==> src/design/kplc_pkg.sv <==
`default_nettype none
package kplc_pkg;

  localparam int unsigned PIN_LENGTH  = 4;
  localparam int unsigned CNT_W       = $clog2(PIN_LENGTH + 1);
  localparam int unsigned ELAPSED_W   = 17;
  localparam int unsigned BLINK_W     = 9;
  localparam int unsigned CFG_IDX_W   = 3;
  localparam int unsigned CFG_DATA_W  = 16;

  localparam logic [4:0]           NO_KEY      = 5'd16;
  localparam logic [ELAPSED_W-1:0] ELAPSED_MAX = '1;
  localparam logic [BLINK_W-1:0]   BLINK_LAST  = 9'd299;

  typedef enum logic [2:0] {
    MODE_SLEEP    = 3'd0,
    MODE_LOCKED   = 3'd1,
    MODE_ENTERING = 3'd2,
    MODE_UNLOCKED = 3'd3,
    MODE_LOCKOUT  = 3'd4
  } mode_e;

  typedef enum logic [2:0] {
    EV_NONE    = 3'd0,
    EV_WOKE    = 3'd1,
    EV_GRANTED = 3'd2,
    EV_WRONG   = 3'd3,
    EV_LOCKOUT = 3'd4,
    EV_SLEPT   = 3'd5,
    EV_ABORTED = 3'd6
  } event_e;

  typedef enum logic [1:0] {
    ACT_TICK = 2'd0,
    ACT_WAKE = 2'd1,
    ACT_KEY  = 2'd2,
    ACT_NOP  = 2'd3
  } action_e;

  typedef enum logic [CFG_IDX_W-1:0] {
    REG_MASTER_CODE  = 3'd0,
    REG_WRONG_LIMIT  = 3'd1,
    REG_IDLE_SLEEP   = 3'd2,
    REG_ENTRY_TMO    = 3'd3,
    REG_UNLOCK_HOLD  = 3'd4,
    REG_LOCKOUT_HOLD = 3'd5
  } cfg_reg_e;

  // pad codes: 0-9 digits, letters, star, hash
  localparam logic [3:0] CODE_LETTER = 4'd10;
  localparam logic [3:0] CODE_STAR   = 4'd11;
  localparam logic [3:0] CODE_HASH   = 4'd12;

  typedef struct packed {
    logic [1:0] action;
    logic [4:0] key_position;
  } in_t;

  typedef struct packed {
    logic [2:0] mode;
    logic       red_led;
    logic       green_led;
    logic [2:0] digits_entered;
    logic [3:0] tries_left;
    logic       key_click;
    logic [2:0] event_res;
  } out_t;

  function automatic logic [3:0] pad_code(input logic [3:0] pos);
    logic [3:0] c;
    case (pos)
      4'd0:  c = 4'd1;
      4'd1:  c = 4'd2;
      4'd2:  c = 4'd3;
      4'd4:  c = 4'd4;
      4'd5:  c = 4'd5;
      4'd6:  c = 4'd6;
      4'd8:  c = 4'd7;
      4'd9:  c = 4'd8;
      4'd10: c = 4'd9;
      4'd12: c = CODE_STAR;
      4'd13: c = 4'd0;
      4'd14: c = CODE_HASH;
      default: c = CODE_LETTER;
    endcase
    return c;
  endfunction

  // digit idx sits in nibble PIN_LENGTH-1-idx; nibbles above the code read as zero
  function automatic logic [3:0] pin_digit(input logic [15:0] code,
                                           input logic [CNT_W-1:0] idx);
    int unsigned n;
    logic [15:0] sh;
    n  = PIN_LENGTH - 1 - int'(idx);
    sh = code >> (4 * (n % 4));
    if (n >= 4) begin
      return 4'd0;
    end
    return sh[3:0];
  endfunction

endpackage
`default_nettype wire

==> src/design/kplc_out_buf.sv <==
`default_nettype none
module kplc_out_buf (
  input  wire logic           clk_i,
  input  wire logic           rst_ni,
  input  wire logic           push_i,
  input  wire kplc_pkg::out_t push_data_i,
  output logic                space_o,
  output logic                out_valid_o,
  input  wire logic           out_ready_i,
  output kplc_pkg::out_t      out_data_o
);

  logic           out_valid_q, skid_valid_q;
  kplc_pkg::out_t out_q, skid_q;
  logic           pop;

  assign pop         = out_valid_q && out_ready_i;
  assign space_o     = !skid_valid_q;
  assign out_valid_o = out_valid_q;
  assign out_data_o  = out_q;

  always_ff @(posedge clk_i or negedge rst_ni) begin
    if (!rst_ni) begin
      out_valid_q  <= 1'b0;
      skid_valid_q <= 1'b0;
    end else if (skid_valid_q) begin
      if (pop) begin
        skid_valid_q <= 1'b0;
      end
    end else if (push_i) begin
      if (!out_valid_q || pop) begin
        out_valid_q <= 1'b1;
      end else begin
        skid_valid_q <= 1'b1;
      end
    end else if (pop) begin
      out_valid_q <= 1'b0;
    end
  end

  always_ff @(posedge clk_i) begin
    if (skid_valid_q) begin
      if (pop) begin
        out_q <= skid_q;
      end
    end else if (push_i) begin
      if (!out_valid_q || pop) begin
        out_q <= push_data_i;
      end else begin
        skid_q <= push_data_i;
      end
    end
  end

endmodule
`default_nettype wire

==> src/design/keypad_pin_lock_controller.sv <==
`default_nettype none
// Keypad PIN lock controller. Each input beat is a millisecond tick, a wake
// event, a keypad sample or a no-op, and yields exactly one result beat with
// the mode, LED drives, entry progress, tries left, key click and event code.
// An item is taken every cycle: the mode transition is one pass of logic into
// the state and result registers, and a two-deep output buffer keeps accepting
// while one result waits. in_ready_o drops only when both output slots are full.
// Configuration writes take effect at the next edge; write only while idle.
module keypad_pin_lock_controller (
  input  wire logic                                clk_i,
  input  wire logic                                rst_ni,
  input  wire logic                                cfg_we_i,
  input  wire logic [kplc_pkg::CFG_IDX_W-1:0]      cfg_idx_i,
  input  wire logic [kplc_pkg::CFG_DATA_W-1:0]     cfg_data_i,
  input  wire logic                                in_valid_i,
  output logic                                     in_ready_o,
  input  wire kplc_pkg::in_t                       in_data_i,
  output logic                                     out_valid_o,
  input  wire logic                                out_ready_i,
  output kplc_pkg::out_t                           out_data_o
);

  logic [15:0] master_code_q, idle_sleep_q, entry_tmo_q, unlock_hold_q, lockout_hold_q;
  logic [3:0]  wrong_limit_q;

  kplc_pkg::mode_e                     mode_q, mode_d;
  logic [kplc_pkg::CNT_W-1:0]          cnt_q, cnt_d;
  logic                                mis_q, mis_d;
  logic [3:0]                          wrong_q, wrong_d;
  logic [4:0]                          prev_q, prev_d;
  logic [kplc_pkg::ELAPSED_W-1:0]      elapsed_q, elapsed_d;
  logic [kplc_pkg::BLINK_W-1:0]        blink_q, blink_d;
  logic                                armed_q, armed_d;

  logic           accept;
  logic [4:0]     pos;
  logic [3:0]     code;
  logic           dig_go;
  kplc_pkg::event_e ev;
  logic           click, red, green;
  kplc_pkg::out_t res;

  assign accept = in_valid_i && in_ready_o;
  assign pos    = (in_data_i.key_position > kplc_pkg::NO_KEY) ? kplc_pkg::NO_KEY
                                                              : in_data_i.key_position;
  assign code   = kplc_pkg::pad_code(pos[3:0]);

  always_ff @(posedge clk_i or negedge rst_ni) begin
    if (!rst_ni) begin
      master_code_q  <= 16'd4660;
      wrong_limit_q  <= 4'd3;
      idle_sleep_q   <= 16'd10000;
      entry_tmo_q    <= 16'd7000;
      unlock_hold_q  <= 16'd5000;
      lockout_hold_q <= 16'd10000;
    end else if (cfg_we_i) begin
      case (cfg_idx_i)
        kplc_pkg::REG_MASTER_CODE:  master_code_q  <= cfg_data_i;
        kplc_pkg::REG_WRONG_LIMIT:  wrong_limit_q  <= cfg_data_i[3:0];
        kplc_pkg::REG_IDLE_SLEEP:   idle_sleep_q   <= cfg_data_i;
        kplc_pkg::REG_ENTRY_TMO:    entry_tmo_q    <= cfg_data_i;
        kplc_pkg::REG_UNLOCK_HOLD:  unlock_hold_q  <= cfg_data_i;
        kplc_pkg::REG_LOCKOUT_HOLD: lockout_hold_q <= cfg_data_i;
        default: ;
      endcase
    end
  end

  always_comb begin
    mode_d    = mode_q;
    cnt_d     = cnt_q;
    mis_d     = mis_q;
    wrong_d   = wrong_q;
    prev_d    = prev_q;
    elapsed_d = elapsed_q;
    blink_d   = blink_q;
    armed_d   = armed_q;
    ev        = kplc_pkg::EV_NONE;
    click     = 1'b0;
    dig_go    = 1'b0;

    case (in_data_i.action)
      kplc_pkg::ACT_TICK: begin
        if (elapsed_q != kplc_pkg::ELAPSED_MAX) begin
          elapsed_d = elapsed_q + 1'b1;
        end
        blink_d = (blink_q == kplc_pkg::BLINK_LAST) ? '0 : blink_q + 1'b1;
        case (mode_q)
          kplc_pkg::MODE_LOCKED: begin
            if (armed_q && elapsed_d > {1'b0, idle_sleep_q}) begin
              mode_d = kplc_pkg::MODE_SLEEP;
              ev     = kplc_pkg::EV_SLEPT;
            end
          end
          kplc_pkg::MODE_ENTERING: begin
            if (elapsed_d > {1'b0, entry_tmo_q}) begin
              cnt_d  = '0;
              mis_d  = 1'b0;
              mode_d = kplc_pkg::MODE_LOCKED;
              ev     = kplc_pkg::EV_ABORTED;
            end
          end
          kplc_pkg::MODE_UNLOCKED: begin
            if (elapsed_d > {1'b0, unlock_hold_q}) begin
              mode_d = kplc_pkg::MODE_LOCKED;
            end
          end
          kplc_pkg::MODE_LOCKOUT: begin
            if (elapsed_d > {1'b0, lockout_hold_q}) begin
              wrong_d = '0;
              mode_d  = kplc_pkg::MODE_LOCKED;
            end
          end
          default: ;
        endcase
      end
      kplc_pkg::ACT_WAKE: begin
        if (mode_q == kplc_pkg::MODE_SLEEP) begin
          mode_d    = kplc_pkg::MODE_LOCKED;
          elapsed_d = '0;
          armed_d   = 1'b1;
          ev        = kplc_pkg::EV_WOKE;
        end
      end
      kplc_pkg::ACT_KEY: begin
        if (mode_q != kplc_pkg::MODE_SLEEP) begin
          prev_d = pos;
          click  = (pos != kplc_pkg::NO_KEY);
          if (pos != prev_q && pos != kplc_pkg::NO_KEY) begin
            if (mode_q == kplc_pkg::MODE_LOCKED) begin
              if (code <= 4'd9) begin
                cnt_d     = '0;
                mis_d     = 1'b0;
                elapsed_d = '0;
                armed_d   = 1'b1;
                mode_d    = kplc_pkg::MODE_ENTERING;
                dig_go    = 1'b1;
              end else if (code == kplc_pkg::CODE_STAR) begin
                elapsed_d = '0;
                armed_d   = 1'b1;
              end
            end else if (mode_q == kplc_pkg::MODE_ENTERING) begin
              elapsed_d = '0;
              if (code == kplc_pkg::CODE_STAR) begin
                cnt_d  = '0;
                mis_d  = 1'b0;
                mode_d = kplc_pkg::MODE_LOCKED;
                ev     = kplc_pkg::EV_ABORTED;
              end else if (code <= 4'd9) begin
                dig_go = 1'b1;
              end
            end
          end
        end
      end
      default: ;
    endcase

    if (dig_go && cnt_d < kplc_pkg::CNT_W'(kplc_pkg::PIN_LENGTH)) begin
      if (code != kplc_pkg::pin_digit(master_code_q, cnt_d)) begin
        mis_d = 1'b1;
      end
      cnt_d = cnt_d + 1'b1;
      if (cnt_d == kplc_pkg::CNT_W'(kplc_pkg::PIN_LENGTH)) begin
        if (!mis_d) begin
          wrong_d   = '0;
          elapsed_d = '0;
          mode_d    = kplc_pkg::MODE_UNLOCKED;
          ev        = kplc_pkg::EV_GRANTED;
        end else begin
          if (wrong_d != 4'd15) begin
            wrong_d = wrong_d + 1'b1;
          end
          if (wrong_d >= wrong_limit_q) begin
            elapsed_d = '0;
            mode_d    = kplc_pkg::MODE_LOCKOUT;
            ev        = kplc_pkg::EV_LOCKOUT;
          end else begin
            mode_d = kplc_pkg::MODE_LOCKED;
            ev     = kplc_pkg::EV_WRONG;
          end
        end
        cnt_d = '0;
        mis_d = 1'b0;
      end
    end

    red   = 1'b0;
    green = 1'b0;
    case (mode_d)
      kplc_pkg::MODE_LOCKED:   red = 1'b1;
      kplc_pkg::MODE_ENTERING: red = (blink_d < 9'd150);
      kplc_pkg::MODE_UNLOCKED: green = 1'b1;
      kplc_pkg::MODE_LOCKOUT:  red = (blink_d < 9'd50)
                                  || (blink_d >= 9'd100 && blink_d < 9'd150)
                                  || (blink_d >= 9'd200 && blink_d < 9'd250);
      default: ;
    endcase

    res.mode           = mode_d;
    res.red_led        = red;
    res.green_led      = green;
    res.digits_entered = 3'(cnt_d);
    res.tries_left     = (wrong_limit_q > wrong_d) ? (wrong_limit_q - wrong_d) : 4'd0;
    res.key_click      = click;
    res.event_res      = ev;
  end

  always_ff @(posedge clk_i or negedge rst_ni) begin
    if (!rst_ni) begin
      mode_q    <= kplc_pkg::MODE_SLEEP;
      cnt_q     <= '0;
      mis_q     <= 1'b0;
      wrong_q   <= '0;
      prev_q    <= kplc_pkg::NO_KEY;
      elapsed_q <= '0;
      blink_q   <= '0;
      armed_q   <= 1'b0;
    end else if (accept) begin
      mode_q    <= mode_d;
      cnt_q     <= cnt_d;
      mis_q     <= mis_d;
      wrong_q   <= wrong_d;
      prev_q    <= prev_d;
      elapsed_q <= elapsed_d;
      blink_q   <= blink_d;
      armed_q   <= armed_d;
    end
  end

  kplc_out_buf u_out_buf (
    .clk_i       (clk_i),
    .rst_ni      (rst_ni),
    .push_i      (accept),
    .push_data_i (res),
    .space_o     (in_ready_o),
    .out_valid_o (out_valid_o),
    .out_ready_i (out_ready_i),
    .out_data_o  (out_data_o)
  );

endmodule
`default_nettype wire

==> config.mk <==
export PLATFORM = sky130hd
export DESIGN_NAME = keypad_pin_lock_controller
export DESIGN_NICKNAME = d
export VERILOG_FILES = /design/src/design/kplc_pkg.sv /design/src/design/kplc_out_buf.sv /design/src/design/keypad_pin_lock_controller.sv
export SDC_FILE = /design/constraint.sdc
export NUM_CORES = 1
export LEC_CHECK = 0
export ABC_AREA = 1
export BUFFER_PORTS_ARGS = -buffer_cell sky130_fd_sc_hd__buf_2
export CORE_UTILIZATION = 30
export CTS_CLUSTER_SIZE = 25
export DETAILED_ROUTE_END_ITERATION = 8
export PLACE_DENSITY = 0.42
export SYNTH_ARGS = -nofsm -noshare
export SYNTH_HDL_FRONTEND = slang
export SYNTH_SLANG_ARGS = --single-unit
==> constraint.sdc <==
create_clock -name clk_i -period 10.2 [get_ports clk_i]
set_input_delay 1.02 -clock clk_i [delete_from_list [all_inputs] [get_ports clk_i]]
set_output_delay 1.02 -clock clk_i [all_outputs]
set_load 0.01 [all_outputs]
==> metrics, run 1 <==
status=finished, final reports clean; largest family of logic cells by synthesized area=simple AND/OR/NAND/NOR gates; Simple-Gate Fraction of Synth Area=24.1%; min-delay worst type=reg -> reg; grt ovf=0; Final Total Pwr=2.50 mW; minimum clock period=6.56 ns; setup TNS=0 ns; f_max=152 MHz; 1st-iter DRT viols=525; period utilization=64.3%; register-to-register setup slack=3.64 ns; Syn Area/Cell=7.92 um^2; Setup-failing EPs final=0; Worst R2R Path Depth=38; Worst setup SP type=flip-flop; CTS H-tree lvls=4; Worst Path Arrival=6.74 ns; Resize count post-CTS=0; Clock Path Buffers=2; final layout net count=1,442; dpl ws=3.66 ns; complex-gate fraction of the synthesized area=13.2%; Die Width=186 um; DRC viols=0; Synth Flop Type=dfrtp_1; worst stage delay on the critical path=0.49 ns; worst-path fanout max=7; ys async rst share=80.1%; worst reg2reg startpoint=elapsed_q[1]; Core ar.=33,400 um^2; initial antenna violation count=0; Vias=8,255; LEAKAGE=5.51 nW; Max Clock Skew=0.0129 ns; GRT Total Usage=17.4%; Hold-fix buffers, CTS=0; # rows=67; Post-DRT Antenna Nets=0; Initial Utilization=30.4%; Yosys warning total=0; FF+latch count, synth=161; Power Dens Cells=217 nW/um^2; layout cells sized above 1=13.4%; commonest cells after routing, fill and taps aside=nand2_1, inv_1, o21ai_0; Rel. slew slack=27.0%; commonest non-fill, non-tap cell in the layout=nand2_1; Post-Synthesis Cells=1,283; Sink Count=161; Crit path max-delay family=simple AND/OR/NAND/NOR gates; hold depth=2; maximum vdd ir drop=0.000138 V; Hold Vio Cnt, Final=0; DRT Wirelength=28,000 um; post-detail-place hpwl=21,000 um; Synth Cell Area=10,200 um^2; hold_sp=idle_sleep_q[14]; Critical path buffers and inverters=4; vias in the first global route=7,967; WHS Endpoint=idle_sleep_q[14]; slew at the pin closest to its max-slew limit=1.09 ns; Setup Buffers After CTS=0; max-cap viol count=0; Area Growth Syn to Fin=12.9%; router iterations before antenna repair=5; root buf cell=clkbuf_16; Skew-Pair Late Insertion Delay=0.45 ns; die height=186 um; critical path required time=10.38 ns; post-synthesis xor/xnor area fraction=1.72%; syn nets=1,398; Port Buffers=48; ant diodes=0; first-pass GRT wire length=45,200 um; mux share of post-synthesis cell area=0%; CP Class=reg -> reg; largest net degree at the start of global routing=72; CTS Buf Count=17; reg-to-reg endpoint=u_out_buf.out_data_o[12]; Synth Area in Adders=10.3%; slowest stage cell, crit path=o21ai_0; CTS tree=done; io pins=49; Max Slew Vio Count=0; Post-synth EDFFs=32; Via density=4.62; Seq/Total Area, Yosys=41.6%; placed inst area=10,900 um^2; Worst Setup End Kind=flip-flop; worst setup margin=3.64 ns; gpl congestion=0.822; Worst-path clk slew=0.07 ns; RSZ-0062 raised after global routing=false; CP dominant cell by count=nand2_1; synth unique cells=55; WL/cell=15.7 um; fin area=11,500 um^2; DIE AREA=34,600 um^2
==> state kept, by name, indices dropped and copies added, names as in the netlist, 5 cells and up <==
name	flops
prev_q	5
blink_q	9
unlock_hold_q	16
elapsed_q	17
master_code_q	16
lockout_hold_q	16
u_out_buf.skid_q	16
idle_sleep_q	16
u_out_buf.out_data_o	16
entry_tmo_q	16
==> how the worst max path moves through the flow <==
| stage | start | endpoint | slack [ns] | cells past startpoint |
|---|---|---|---|---|
| 2_1_floorplan | elapsed_q[1] | u_out_buf.out_data_o[12] | 4.93 | 38 |
| 3_3_place_gp | elapsed_q[1] | u_out_buf.out_data_o[12] | 3.73 | 38 |
| 3_5_place_dp | elapsed_q[1] | u_out_buf.out_data_o[12] | 3.66 | 38 |
| 4_1_cts | elapsed_q[1] | u_out_buf.out_data_o[12] | 3.61 | 38 |
| 5_1_grt | elapsed_q[1] | u_out_buf.out_data_o[12] | 2.83 | 39 |
| 6_report | elapsed_q[1] | u_out_buf.out_data_o[12] | 3.64 | 38 |
==> layout make-up <==
cell class | instances | area, um^2
clock buffers | 21 | 440
clock inverters | 11 | 135
fillers | 3594 | 22000
inverters | 210 | 791
multi-input cells | 881 | 5020
flip-flops and latches | 161 | 4230
well taps | 448 | 561
repair buffers | 56 | 307
==> Yosys cell counts (3+ instances only) <==
cell type,n,share of area (%)
edfxtp_1,32,9.5
ha_1,84,10
nand2_2,22,1.4
a21o_1,4,0.30
or2_2,5,0.31
a21oi_1,40,2.0
nand3b_1,4,0.30
nor2_1,71,2.6
dfrtp_1,99,24
nor4_1,3,0.18
nor3_2,3,0.30
dfstp_2,30,7.8
nand3_1,49,2.4
o21ai_0,149,7.3
o211ai_1,16,1.2
nand2_4,4,0.44
o22ai_1,3,0.18
xnor2_1,4,0.34
xor2_1,16,1.4
inv_1,197,7.3
a22oi_1,6,0.44
clkbuf_1,29,1.1
nor3_1,13,0.64
nand3_4,5,0.86
nand2_1,313,12
nor2_2,6,0.37
a31oi_1,5,0.31
nand4_1,26,1.6
inv_2,11,0.41
==> tightest hold or removal path: cells and delay by family, from the launching register on <==
family / cells / cell delay, ns
AOI/OAI and AO/OA: 1 / 0.06
DFF: 1 / 0.34
and+or+nand+nor: 1 / 0.05
==> report_power, final <==
part	switching (mW)	total, mW	internal, mW
logic	0.593	0.898	0.305
registers	0.104	0.946	0.842
clock network	0.288	0.652	0.363
==> logic make-up after synthesis <==
logic type / after synthesis
adder cells (fa/ha/maj): 84
XOR/XNOR: 20
buffers and inverters: 241
AO/OA/AOI/OAI: 242
flip-flops: 161
AND/OR/NAND/NOR: 535
==> per-layer routing <==
metal / wire length (um) / vias up / part of all wire (%) / GRT usage (%)
li1: - / 4292 / - / -
met1: 14400 / 3838 / 51 / 24.2
met2: 12700 / 108 / 45 / 27.8
met3: 618 / 17 / 2.2 / 2.99
met4: 287 / 0 / 1.0 / 4.26
met5: 0 / - / 0 / 0
==> through the flow <==
step,instances,util [%],hold WS (ns)
after CTS,1788,34.3,0.490
after global routing,1788,34.3,0.511
final,1788,34.3,0.485
after detailed placement,1756,32.6,0.472
after floorplan,1283,-,0.425
after global placement,1756,32.6,0.467
No activity file was read; power rests on OpenSTA's default activity.
==> run 2: changes to the inputs <==
--- a/config.mk
+++ b/config.mk
@@ -10,7 +10,7 @@
 export CORE_UTILIZATION = 30
 export CTS_CLUSTER_SIZE = 25
 export DETAILED_ROUTE_END_ITERATION = 8
-export PLACE_DENSITY = 0.42
+export PLACE_DENSITY = 0.43
 export SYNTH_ARGS = -nofsm -noshare
 export SYNTH_HDL_FRONTEND = slang
 export SYNTH_SLANG_ARGS = --single-unit
==> constraint.sdc (replaced) <==
create_clock -name clk_i -period 5.98 [get_ports clk_i]
set_input_delay 0.598 -clock clk_i [delete_from_list [all_inputs] [get_ports clk_i]]
set_output_delay 0.598 -clock clk_i [all_outputs]
set_load 0.01 [all_outputs]
==> run 2 against run 1 <==
Compared with the run above: sequential power grew 69%; critical path depth grew 3; core utilization grew 1.2 points; non-clock buffer count grew 29; clock skew shrank 0.0017 ns; largest cell class unchanged; first-iteration DRC count shrank 7.0%; maximum frequency grew 17%; clock-buffer cell count shrank 3; highest routed layer unchanged; total power grew 73%.
==> metrics, run 2 (synthesis results as in run 1) <==
CTS tree=done; layout cells sized above 1=18.2% (+4.7 points); gpl congestion=0.822 (about the same); router iterations before antenna repair=5 (unchanged); Clock Path Buffers=2 (unchanged); # rows=67 (unchanged); io pins=49 (unchanged); max-cap viol count=0 (unchanged); CTS H-tree lvls=4 (unchanged); setup TNS=0 ns (unchanged); CTS Buf Count=17 (unchanged); Area Growth Syn to Fin=17.0%; Worst Setup End Kind=flip-flop; Hold-fix buffers, CTS=0 (unchanged); f_max=178 MHz (+17%); met2 GRT Util=28.4% (+0.60 points); layer with the highest usage=met2; Skew-Pair Late Insertion Delay=0.45 ns (about the same); Worst Path Arrival=5.81 ns (-0.93 ns); CP Class=reg -> reg; Worst setup SP type=flip-flop; CP dominant cell by count=nand2_1; root buf cell=clkbuf_16; die height=186 um (unchanged); LEAKAGE=5.72 nW (+3.7%); worst stage delay on the critical path=0.42 ns (-0.07 ns); min-delay worst type=in -> async; M3 GR Usage=2.47% (-0.53 points); slowest stage cell, crit path=dfrtp_1; WL/cell=15.5 um (-1.4%); DRT Wirelength=28,100 um (+0.29%); max FFs per register=17 (unchanged); maximum vdd ir drop=0.000225 V (+63%); hold slack final=0.230 ns (-0.255 ns); GRT Total Usage=17.4% (about the same); Core ar.=33,400 um^2 (unchanged); Power Dens Cells=364 nW/um^2 (+67%); Worst-path clk slew=0.07 ns (about the same); largest register by flop count=elapsed_q; ant diodes=0 (unchanged); Max Clock Skew=0.0111 ns (-0.00171 ns); minimum clock period=5.61 ns (-0.952 ns); commonest cells after routing, fill and taps aside=nand2_1, inv_1, o21ai_0; status=finished, final reports clean; commonest non-fill, non-tap cell in the layout=nand2_1; period utilization=93.8% (+29 points); 1st-iter DRT viols=488 (-7.0%); DRC viols=0 (unchanged); final core occ=35.6% (+1.2 points); worst-path fanout max=5 (-2); DIE AREA=34,600 um^2 (unchanged); first-pass GRT wire length=45,100 um (-0.35%); vias in the first global route=8,157 (+2.4%); Port Buffers=48 (unchanged); Max Slew Vio Count=0 (unchanged); Post-DRT Antenna Nets=0 (unchanged); Rel. slew slack=21.1% (-5.9 points); Vias=8,422 (+2.0%); Via density=4.63 (+0.34%); met1 Use GR=23.8% (-0.41 points); Hold Vio Cnt, Final=0 (unchanged); slew at the pin closest to its max-slew limit=1.18 ns (+0.0878 ns); Die Width=186 um (unchanged); largest net degree at the start of global routing=82 (+14%); grt ovf=0 (unchanged); post-detail-place hpwl=20,800 um (-1.0%); critical path required time=6.18 ns (-4.20 ns); final layout net count=1,472 (+2.1%); Setup-failing EPs final=0 (unchanged); Sink Count=161 (unchanged); Initial Utilization=30.4% (unchanged); initial antenna violation count=0 (unchanged)
==> run 2: cell types whose count changed in the layout (fill, tap and decap cells not counted), sizes merged <==
cell,previous run,this run
buf,56,85
clkbuf,21,18
inv,210,213
clkinv,7,5
clkinvlp,2,4
nand3,55,56
==> run 2: routing by layer <==
layer | part of all wire, % | routed length [um]
met5 | 0 | 0
met4 | 1.4 | 395
met3 | 2.2 | 626
met2 | 47 | 13100
met1 | 50 | 14000
==> run 2: worst max-delay path: cells and delay by family, from the launching register on <==
family,cells,cell delay [ns]
xor gates and xnor gates,1,0.17
DFF,1,0.42
and+or+nand+nor,24,2.56
AOI/OAI and AO/OA,8,1.00
adders and majority gates,4,0.91
buffers and inverters,4,0.28
==> run 2: what timing repair did <==
item / 4_1_cts / 5_1_grt
gates resized for setup: 1 / 46
pin swaps: 0 / 34
cloned: 0 / 1
setup buffers: 0 / 14
endpoints found under the setup margin: 8 / 24
==> run 2: stage by stage <==
| step | total power [mW] | area (um^2) | std cells | worst slack (ns) |
|---|---|---|---|---|
| 2_1_floorplan | 2.71 | 10200 | 1283 | 0.710 |
| 3_3_place_gp | 3.20 | 11000 | 1771 | -0.125 |
| 3_5_place_dp | 3.19 | 11000 | 1771 | -0.117 |
| 4_1_cts | 4.35 | 11600 | 1803 | 0.0176 |
| 5_1_grt | 4.69 | 11900 | 1818 | -0.0387 |
| 6_report | 4.33 | 11900 | 1818 | 0.371 |
==> run 2: worst paths after layout <==
kind,slack (ns),from,to,cells past startpoint
worst max register to register,0.37,elapsed_q[1],u_out_buf.out_data_o[12],41
min in group clk_i,0.44,out_ready_i,u_out_buf.out_valid_o,4
worst max-delay path,0.37,elapsed_q[1],u_out_buf.out_data_o[12],41
worst min-delay path,0.23,rst_ni,unlock_hold_q[13],1
max in group asynchronous,4.56,rst_ni,lockout_hold_q[7],2
worst min register to register,0.47,armed_q,armed_q,2
==> run 2: layout make-up <==
| class | count | area [um^2] |
|---|---|---|
| repair buffers | 85 | 537 |
| well taps | 448 | 561 |
| inverters | 210 | 796 |
| fillers | 3528 | 21600 |
| multi-input cells | 882 | 5180 |
| flip-flops and latches | 161 | 4230 |
| clock inverters | 14 | 153 |
| clock buffers | 18 | 439 |
==> run 2: power by group <==
group | leakage [nW] | internal (mW) | switching [mW]
sequential | 1.90 | 1.44 | 0.158
combinational | 3.54 | 0.558 | 1.05
clock | 0.281 | 0.632 | 0.495
total | 5.72 | 2.63 | 1.70
